--- src/sv/scfd_pkg.sv ---
// Package for the serial CAN frame deframer.
// Holds frame constants, the decoded result type and the queue status type.
// No dependencies.
package scfd_pkg;

  localparam int FRAME_LEN   = 18;
  localparam int HELD_W      = 5;
  localparam int QUEUE_DEPTH = 2;
  localparam int QPTR_W      = (QUEUE_DEPTH > 1) ? $clog2(QUEUE_DEPTH) : 1;
  localparam int QCNT_W      = $clog2(QUEUE_DEPTH + 1);

  localparam int CMD_POS   = 1;
  localparam int FLAG_POS  = 3;
  localparam int ID_POS    = 4;
  localparam int DATA_POS  = 8;
  localparam int DATA_LEN  = 8;
  localparam int SUM_POS   = FRAME_LEN - 2;
  localparam int ETX_POS   = FRAME_LEN - 1;

  localparam logic [7:0] STX_BYTE   = 8'h02;
  localparam logic [7:0] ETX_BYTE   = 8'h03;
  localparam logic [7:0] CMD_CAN    = 8'h00;
  localparam logic [7:0] FLAG_STD_A = 8'h00;
  localparam logic [7:0] FLAG_STD_B = 8'h01;
  localparam logic [7:0] FLAG_EXT_A = 8'h40;
  localparam logic [7:0] FLAG_EXT_B = 8'h02;
  localparam logic [7:0] FLAG_EXT_C = 8'h03;

  typedef struct packed {
    logic [28:0] can_id;
    logic        is_extended;
    logic [63:0] payload;
  } scfd_frame_t;

  typedef struct packed {
    logic full;
    logic empty;
  } scfd_q_status_t;

endpackage

--- src/sv/serial_can_frame_deframer.sv ---
// Serial CAN frame deframer, top level.
// Instantiates scfd_front, scfd_queue and scfd_back; depends on scfd_pkg.
//
// The input channel takes one received serial byte per transfer on in_rx_byte.
// The block keeps a window of the last 18 bytes and looks for frames that open
// with 0x02, close with 0x03 and carry the mod-256 sum of bytes 1 to 15 in byte 16.
// A good frame with a zero command byte and a known flag yields one transfer on
// the result channel with the CAN identifier, the extended flag and eight data
// bytes. Other good frames are consumed without a result, and on a mismatch the
// search moves to the next start byte within the window.
// One byte is taken every cycle while in_stall is low; the whole window is checked
// and rescanned in the cycle of the transfer, and only a full queue holds the input.
// A result passes from the transfer of the closing byte through the frame queue
// and then the output register before it appears on out_valid.
// When the receiver stalls, the output register holds its result and up to two
// more results wait in the queue; in_stall rises only when that queue is full.
// Reset empties the window, the queue and the output register.
module serial_can_frame_deframer
  import scfd_pkg::*;
(
  input  logic        clk,
  input  logic        rst_n,
  input  logic        in_valid,
  output logic        in_stall,
  input  logic [7:0]  in_rx_byte,
  output logic        out_valid,
  input  logic        out_stall,
  output logic [28:0] out_can_id,
  output logic        out_is_extended,
  output logic [63:0] out_payload
);

  scfd_q_status_t q_status;
  scfd_frame_t    push_data;
  scfd_frame_t    head;
  logic           push;
  logic           pop;

  scfd_front u_front (
    .clk       (clk),
    .rst_n     (rst_n),
    .in_valid  (in_valid),
    .in_stall  (in_stall),
    .in_rx_byte(in_rx_byte),
    .q_status  (q_status),
    .push      (push),
    .push_data (push_data)
  );

  scfd_queue u_queue (
    .clk      (clk),
    .rst_n    (rst_n),
    .push     (push),
    .push_data(push_data),
    .pop      (pop),
    .head     (head),
    .status   (q_status)
  );

  scfd_back u_back (
    .clk            (clk),
    .rst_n          (rst_n),
    .head           (head),
    .q_status       (q_status),
    .pop            (pop),
    .out_valid      (out_valid),
    .out_stall      (out_stall),
    .out_can_id     (out_can_id),
    .out_is_extended(out_is_extended),
    .out_payload    (out_payload)
  );

endmodule

--- src/sv/scfd_front.sv ---
// Front part of the deframer: byte window, frame check, resynchronization and decode.
// Depends on scfd_pkg; pushes decoded CAN frames into scfd_queue.
module scfd_front
  import scfd_pkg::*;
(
  input  logic           clk,
  input  logic           rst_n,
  input  logic           in_valid,
  output logic           in_stall,
  input  logic [7:0]     in_rx_byte,
  input  scfd_q_status_t q_status,
  output logic           push,
  output scfd_frame_t    push_data
);

  localparam logic [HELD_W-1:0] LAST_HELD = HELD_W'(FRAME_LEN - 1);

  logic [7:0]        sr_r [FRAME_LEN];
  logic [HELD_W-1:0] held_r;
  logic [HELD_W-1:0] held_nxt;
  logic [7:0]        win [FRAME_LEN];
  logic [7:0]        sum_l1 [8];
  logic [7:0]        sum_l2 [4];
  logic [7:0]        sum_l3 [2];
  logic [7:0]        sum;
  logic [HELD_W-1:0] rescan_held;
  logic              accept;
  logic              good;
  logic              is_std;
  logic              is_ext;
  logic              res_valid;
  scfd_frame_t       res;

  assign in_stall = q_status.full;
  assign accept   = in_valid && !q_status.full;

  always_comb begin
    for (int i = 0; i < FRAME_LEN - 1; i++) begin
      win[i] = sr_r[i+1];
    end
    win[FRAME_LEN-1] = in_rx_byte;

    for (int i = 0; i < 7; i++) begin
      sum_l1[i] = win[2*i+1] + win[2*i+2];
    end
    sum_l1[7] = win[SUM_POS-1];
    for (int i = 0; i < 4; i++) begin
      sum_l2[i] = sum_l1[2*i] + sum_l1[2*i+1];
    end
    for (int i = 0; i < 2; i++) begin
      sum_l3[i] = sum_l2[2*i] + sum_l2[2*i+1];
    end
    sum = sum_l3[0] + sum_l3[1];
    good = (held_r == LAST_HELD) && (win[0] == STX_BYTE) &&
           (sum == win[SUM_POS]) && (win[ETX_POS] == ETX_BYTE);

    rescan_held = HELD_W'(1);
    for (int k = SUM_POS; k >= 1; k--) begin
      if (win[k] == STX_BYTE) begin
        rescan_held = HELD_W'(FRAME_LEN - k);
      end
    end

    priority if (held_r == '0) begin
      held_nxt = HELD_W'(1);
    end else if (held_r == HELD_W'(1)) begin
      held_nxt = (win[FRAME_LEN-2] == STX_BYTE) ? HELD_W'(2) : HELD_W'(1);
    end else if (held_r == LAST_HELD) begin
      held_nxt = good ? '0 : rescan_held;
    end else begin
      held_nxt = held_r + HELD_W'(1);
    end

    is_std = (win[FLAG_POS] == FLAG_STD_A) || (win[FLAG_POS] == FLAG_STD_B);
    is_ext = (win[FLAG_POS] == FLAG_EXT_A) || (win[FLAG_POS] == FLAG_EXT_B) ||
             (win[FLAG_POS] == FLAG_EXT_C);

    res.is_extended = is_ext;
    if (is_ext) begin
      res.can_id = {win[ID_POS][4:0], win[ID_POS+1], win[ID_POS+2], win[ID_POS+3]};
    end else begin
      res.can_id = {18'd0, win[ID_POS+1][2:0], win[ID_POS]};
    end
    for (int j = 0; j < DATA_LEN; j++) begin
      res.payload[63 - 8*j -: 8] = win[DATA_POS + j];
    end

    res_valid = good && (win[CMD_POS] == CMD_CAN) && (is_std || is_ext);
  end

  assign push      = accept && res_valid;
  assign push_data = res;

  always_ff @(posedge clk) begin
    if (!rst_n) begin
      held_r <= '0;
    end else if (accept) begin
      held_r <= held_nxt;
    end
  end

  always_ff @(posedge clk) begin
    if (accept) begin
      for (int i = 0; i < FRAME_LEN; i++) begin
        sr_r[i] <= win[i];
      end
    end
  end

endmodule

--- src/sv/scfd_queue.sv ---
// Short queue of decoded CAN frames between the front and back parts.
// Depends on scfd_pkg for the frame and status types and the queue depth.
module scfd_queue
  import scfd_pkg::*;
(
  input  logic           clk,
  input  logic           rst_n,
  input  logic           push,
  input  scfd_frame_t    push_data,
  input  logic           pop,
  output scfd_frame_t    head,
  output scfd_q_status_t status
);

  scfd_frame_t       mem_r [QUEUE_DEPTH];
  logic [QPTR_W-1:0] wr_ptr_r;
  logic [QPTR_W-1:0] rd_ptr_r;
  logic [QCNT_W-1:0] count_r;
  logic              do_push;
  logic              do_pop;

  assign status.full  = (count_r == QCNT_W'(QUEUE_DEPTH));
  assign status.empty = (count_r == '0);
  assign do_push      = push && !status.full;
  assign do_pop       = pop && !status.empty;
  assign head         = mem_r[rd_ptr_r];

  always_ff @(posedge clk) begin
    if (!rst_n) begin
      wr_ptr_r <= '0;
      rd_ptr_r <= '0;
      count_r  <= '0;
    end else begin
      if (do_push) begin
        wr_ptr_r <= (wr_ptr_r == QPTR_W'(QUEUE_DEPTH - 1)) ? '0 : wr_ptr_r + QPTR_W'(1);
      end
      if (do_pop) begin
        rd_ptr_r <= (rd_ptr_r == QPTR_W'(QUEUE_DEPTH - 1)) ? '0 : rd_ptr_r + QPTR_W'(1);
      end
      if (do_push && !do_pop) begin
        count_r <= count_r + QCNT_W'(1);
      end else if (do_pop && !do_push) begin
        count_r <= count_r - QCNT_W'(1);
      end
    end
  end

  always_ff @(posedge clk) begin
    if (do_push) begin
      mem_r[wr_ptr_r] <= push_data;
    end
  end

endmodule

--- src/sv/scfd_back.sv ---
// Back part of the deframer: output register that presents one CAN frame per transfer.
// Depends on scfd_pkg; pops frames from scfd_queue.
module scfd_back
  import scfd_pkg::*;
(
  input  logic           clk,
  input  logic           rst_n,
  input  scfd_frame_t    head,
  input  scfd_q_status_t q_status,
  output logic           pop,
  output logic           out_valid,
  input  logic           out_stall,
  output logic [28:0]    out_can_id,
  output logic           out_is_extended,
  output logic [63:0]    out_payload
);

  logic        out_valid_r;
  scfd_frame_t out_data_r;

  assign pop = !q_status.empty && (!out_valid_r || !out_stall);

  always_ff @(posedge clk) begin
    if (!rst_n) begin
      out_valid_r <= 1'b0;
    end else if (!out_valid_r || !out_stall) begin
      out_valid_r <= !q_status.empty;
    end
  end

  always_ff @(posedge clk) begin
    if (pop) begin
      out_data_r <= head;
    end
  end

  assign out_valid       = out_valid_r;
  assign out_can_id      = out_data_r.can_id;
  assign out_is_extended = out_data_r.is_extended;
  assign out_payload     = out_data_r.payload;

endmodule
--- config.mk ---
export PLATFORM = sky130hd
export DESIGN_NAME = serial_can_frame_deframer
export DESIGN_NICKNAME = d
export VERILOG_FILES = /design/src/sv/scfd_pkg.sv /design/src/sv/serial_can_frame_deframer.sv /design/src/sv/scfd_front.sv /design/src/sv/scfd_queue.sv /design/src/sv/scfd_back.sv
export SDC_FILE = /design/constraint.sdc
export NUM_CORES = 1
export LEC_CHECK = 0
export ABC_AREA = 1
export BUFFER_PORTS_ARGS = -buffer_cell sky130_fd_sc_hd__buf_2
export CORE_ASPECT_RATIO = 1.2
export CORE_MARGIN = 2
export CORE_UTILIZATION = 40
export CTS_CLUSTER_SIZE = 24
export DETAILED_ROUTE_END_ITERATION = 8
export PLACE_DENSITY = 0.58
export SETUP_SLACK_MARGIN = 0.05
export SYNTH_ARGS = -nofsm -noshare
export SYNTH_HDL_FRONTEND = slang
export SYNTH_SLANG_ARGS = --single-unit
--- constraint.sdc ---
create_clock -name clk -period 27.2 [get_ports clk]
set_input_delay 1.36 -clock clk [delete_from_list [all_inputs] [get_ports clk]]
set_output_delay 1.36 -clock clk [all_outputs]
set_load 0.01 [all_outputs]
After elaboration in Yosys (flattened, before gate mapping)
Memory sizes are Yosys's and may differ from the RTL's. A register that Yosys moved wholly into a read port is not among the register bits.
Cells that the tools add are included.

word-level totals
  logic and storage cells = 108
  memories kept = 2
  output and inout port bits = 96
  bits in registers = 10
  input bits = 12
  bits in writable memories = 332

memories
  name           words  bits a word  rd ports  clocked after Yosys merged registers in  write ports  line              RTL
  u_queue.mem_r  2      94           1         1                                        1            scfd_queue.sv:15  scfd_frame_t mem_r [QUEUE_DEPTH];
  u_front.sr_r   18     8            17        0                                        18           scfd_front.sv:18  logic [7:0] sr_r [FRAME_LEN];

operators by class
  multiplexer cells = 29
  eq/ne operators = 25
  $add $sub $neg = 19
  reductions and logical operators = 28

operators with widths
  cell                                               count
  == test 8 x 2 -> 1 bit (second input constant)     19
  adder 8 bit                                        14
  2-to-1 mux 5 bit                                   19
  2-to-1 mux 29 bit                                  1
  zero test 8 bit                                    2
  logical AND 1 bit                                  12
  == test 8 x 1 -> 1 bit (second input constant)     1
  == test 8 x 7 -> 1 bit (second input constant)     1
  == test 8 bit                                      1
  zero test 1 bit                                    6
  2-to-1 mux 1 bit                                   6
  2-to-1 mux 2 bit                                   3
  adder 5 x 1 -> 5 bit (second input constant)       1
  == test 5 x 1 -> 1 bit (second input constant)     1
  == test 5 bit (second input constant)              1
  zero test 5 bit                                    1
  logical OR 1 bit                                   5
  adder 1 bit (second input constant)                2
  adder 2 x 1 -> 2 bit (second input constant)       1
  == test 2 bit (second input constant)              1
  zero test 2 bit                                    1
  nonzero test 2 bit                                 1
  subtractor 2 x 1 -> 2 bit (second input constant)  1

Depth between registers and ports, before layout
An unclocked memory read counts as a cell.

  depth after elaboration = 22
  mapped depth = 30
  depth with buffers taken out = 30

Modules after synthesis
From an unflattened synthesis, not the netlist that was laid out.

unflattened totals
  cells, all modules = 1110
  area total of the unflattened synthesis = 17909.7 µm²

modules (own cells, without submodules)
  module      sequential area each (µm²)  instances  cells each  area each (µm²)
  scfd_front  4184.0                      1          681         8010.2
  scfd_queue  5745.5                      1          330         7035.5
  scfd_back   2842.7                      1          99          2864.0

Worst setup path after synthesis
Ideal clock, no wire load.

  kind = flip-flop to flip-flop
  from = memory u_front.sr_r[5][2]
  to = memory u_queue.mem_r[0][0] (netlist name) (enable)
  path buffers = 0
  period minus slack after synthesis = 9.595 ns
  library setup time = 0.548 ns
  data arrival time = 9.047 ns
  cell stages (with the launch flop) = 21
  path slack = 17.605 ns
  data required time = 26.652 ns
  path through = edfxtp_1 > fa_1 > inv_1 > fa_1 > fa_1 > fa_1 > fa_1 > inv_1 > fa_1 > ha_1 > inv_1 > fa_1 > nand2_1 > o21ai_0 > a211oi_1 > o2111ai_1 > nor2_1 > nand4_1 > nor2_1 > nand3_1 > nor2_1

RTL lines
  what                line
  start: declaration  scfd_front.sv:18
  end: declaration    scfd_queue.sv:15

==> results.tsv <==
stage	metric	value	unit
run_status	status	finished clean	
yosys	synthCells	1274	
final_layout	n_antenna_cell	0	
min_path	whs_endpoint	u_front.sr_r[16][1]$_DFFE_PP_	
grt	grt_pass1_vias	9877	
detailed_routing	detail_route.iter0.violations	785	
grt	grt_max_degree	78	
timing	fin_crit_sh	27.4	%
floorplan	num_io_pins	108	
worst_setup_path	critPathLaunch	u_front.sr_r[5][2]$_DFFE_PP_	
final_layout	area_delta_synth_final	15.6	%
final_layout	fill_cells	3820	
clock_network	ctsResizeCount	0	
worst_setup_path	crit_path_end_kind	flip-flop	
min_path	min_path_cells	0	
floorplan	die_w	196	um
worst_setup_path	criticalPathCategory	reg2reg	
grt	grt.total_usage	16.6	%
yosys	synth_area	17700	um2
min_path	min_path_type	reg2reg	
detailed_routing	via_count	9471	
yosys	ys_types	34	
clock_network	path_clk_slew	0.06	ns
job	drv_cap	0	
place	dpl_worst_slack	19.74	ns
place	io_buffers	107	
clock_network	htree_levels	2	
yosys	post-synth-top-area-fraction	70.8	%
final_layout	drive_above_1_share	13.4	%
timing	hold_viol_final	0	
min_path	hp-start	u_front.sr_r[17][1]$_DFFE_PP_	
worst_setup_path	rrSetupSlack	19.75	ns
detailed_routing	first_pass_iters	5	
floorplan	die_area	46100	um2
timing	setup_viol	0	
timing	slew_viol_final	0	
yosys	yosys.area.top_type	edfxtp_1	
clock_network	cts-root-buf	clkbuf_16	
clock_network	clock_sinks	428	
grt	grt_pass1_wl	57900	um
timing	fmax	134	MHz
worst_setup_path	r2r_cells	22	
yosys	synth_warnings	0	
worst_setup_path	startpoint_type	flip-flop	
floorplan	die_height	235	um
clock_network	clock_latency	0.55	ns
worst_setup_path	r2r_end	u_queue.mem_r[0][6]$_DFFE_PP_	
yosys	seq_area_frac_synth	71.9	%
clock_network	cts_tree	done	
grt	antenna_found_initial	0	
floorplan	core.rowCount	84	
worst_setup_path	worst_ep_required_time	27.36	ns
timing	fin_setup_tns	0	ns
grt	overflow	0	
final_layout	multiInputGateArea	4360	um2
yosys	synth-seq-cells	428	
detailed_routing	remaining_drc_errors	0	
worst_setup_path	cp.arrival	7.61	ns
detailed_routing	wl_per_cell	18.4	um
place	hpwl	24800	um
final_layout	regArea	12800	um2
clock_network	cts-hold-fix-buffers	0	
timing	period_minus_slack	7.45	ns
timing	rsz0062_at_grt	no	
clock_network	cts_buffer_depth	3	
detailed_routing	drt_wl_total	36900	um
final_layout	final_cells	2004	
timing	skew	0.0152	ns
timing	fin_ws	19.75	ns
floorplan	coreArea	43800	um2
timing	timing.hold.ws	0.461	ns
yosys	syn-num-nets	1383	
final_layout	final_net_count	1522	
timing	worst_pin_slew	1.07	ns
detailed_routing	viasPerCell	4.73	
worst_setup_path	rr_startpoint	u_front.sr_r[5][2]$_DFFE_PP_	
yosys	synth.area.top_cells	edfxtp_1 71%, fa_1 9.1%, nand2_1 8.3%	
place	routabilityCongestion	0.849	
clock_network	post_cts_buffers	0	
place	placed_cells	1927	
timing	slew_headroom	28.5	%
floorplan	start_util	40.5	%
detailed_routing	detail-route-antenna-nets	0	
clock_network	numCtsBuffers	43	
yosys	avgSynthCellArea	13.9	um2
worst_setup_path	path_max_fanout	59	
-- worst max path at each step --
stage | to | cells past startpoint | slack (ns)
after global placement | u_queue.mem_r[0][4]$_DFFE_PP_ | 22 | 19.80
final | u_queue.mem_r[0][6]$_DFFE_PP_ | 22 | 19.75
after CTS | u_queue.mem_r[1][18]$_DFFE_PP_ | 22 | 19.69
after floorplan | u_queue.mem_r[0][0]$_DFFE_PP_ | 20 | 17.61
after global routing | u_queue.mem_r[0][6]$_DFFE_PP_ | 22 | 19.28
after detailed placement | u_queue.mem_r[1][21]$_DFFE_PP_ | 22 | 19.74
-- sequential cells by signal (all words and copies together), names as in the netlist --
name / flops
u_back.out_valid: 1
u_back.out_is_extended: 1
u_queue.rd_ptr_r: 1
u_back.out_payload: 64
u_front.held_r: 5
u_queue.wr_ptr_r: 1
u_queue.mem_r: 188
u_back.out_can_id: 29
u_front.sr_r: 136
u_queue.count_r: 2
-- synth_stat cells, drive strengths merged --
| library cell | n |
|---|---|
| a211oi | 1 |
| and3 | 1 |
| nor4b | 2 |
| nand4 | 6 |
| a21boi | 1 |
| nand3 | 17 |
| nand3b | 6 |
| a21oi | 14 |
| fa | 81 |
| o211ai | 1 |
| inv | 145 |
| or3 | 1 |
| nor3 | 4 |
| buf | 2 |
| edfxtp | 418 |
| clkinv | 1 |
| o21ai | 20 |
| and2 | 4 |
| nand2 | 395 |
| xor2 | 11 |
| nor4 | 20 |
| ha | 16 |
| o2111ai | 1 |
| o221ai | 1 |
| or2 | 3 |
| xnor2 | 15 |
| clkbuf | 22 |
| dfxtp | 10 |
| nor2 | 55 |
-- layout by cell type, fill, tap and decap left out, types with 11 or more instances in the layout --
cell / count
a21oi_1: 13
nand2_1: 393
nand3_1: 16
buf_4: 11
fa_1: 81
edfxtp_1: 418
inv_1: 143
ha_1: 16
nor2_1: 53
buf_2: 107
xor2_1: 11
clkbuf_16: 45
nor4_1: 20
o21ai_0: 19
xnor2_1: 15
-- cell families after synthesis --
kind of cell	Yosys count	share of synthesized area (%)
and+or+nand+nor	514	11.8
DFF	428	71.9
buffers and inverters	170	3.60
adders and majority gates	97	10.3
AOI/OAI and AO/OA	39	1.21
xor gates and xnor gates	26	1.28
-- per-layer routing --
layer  global-route usage [%]  share of wire (%)  routed length [um]
met1                     22.1                 43               15900
met2                     28.1                 50               18500
met3                     2.71                4.5                1640
met4                     4.98                2.2                 821
met5                        0                  0                   0
-- through the flow --
stage          utilization, %  cell area, um2
3_5_place_dp             43.3           19000
2_1_floorplan               -           17700
5_1_grt                  46.8           20500
3_3_place_gp             43.3           19000
6_report                 46.8           20500
4_1_cts                  46.8           20500
-- layout make-up --
class	count	share of cell area, %
tap	559	3.41
timing repair buffer	118	3.01
sequential	428	62.2
multi-input combinational	676	21.3
clock inverter	26	1.84
inverter	146	2.69
clock buffer	51	5.60
-- critical path, stage by stage, from the launching register on --
cell and delay (ns):
edfxtp_1 0.49, fa_1 0.56, inv_1 0.05, fa_1 0.57
fa_1 0.46, fa_1 0.50, fa_1 0.50, inv_1 0.05
fa_1 0.50, ha_1 0.18, inv_1 0.06, fa_1 0.49
nand2_1 0.08, o21ai_0 0.07, a211oi_1 0.17, o2111ai_1 0.13
nor2_1 0.13, nand4_1 0.09, nor2_1 0.21, nand3_1 0.33
nor2_4 0.16, buf_4 0.45, buf_4 0.73
Power is left out: the tool's default activity adds up to more than one toggle a clock period on the data nets, which glitch-free logic cannot reach.
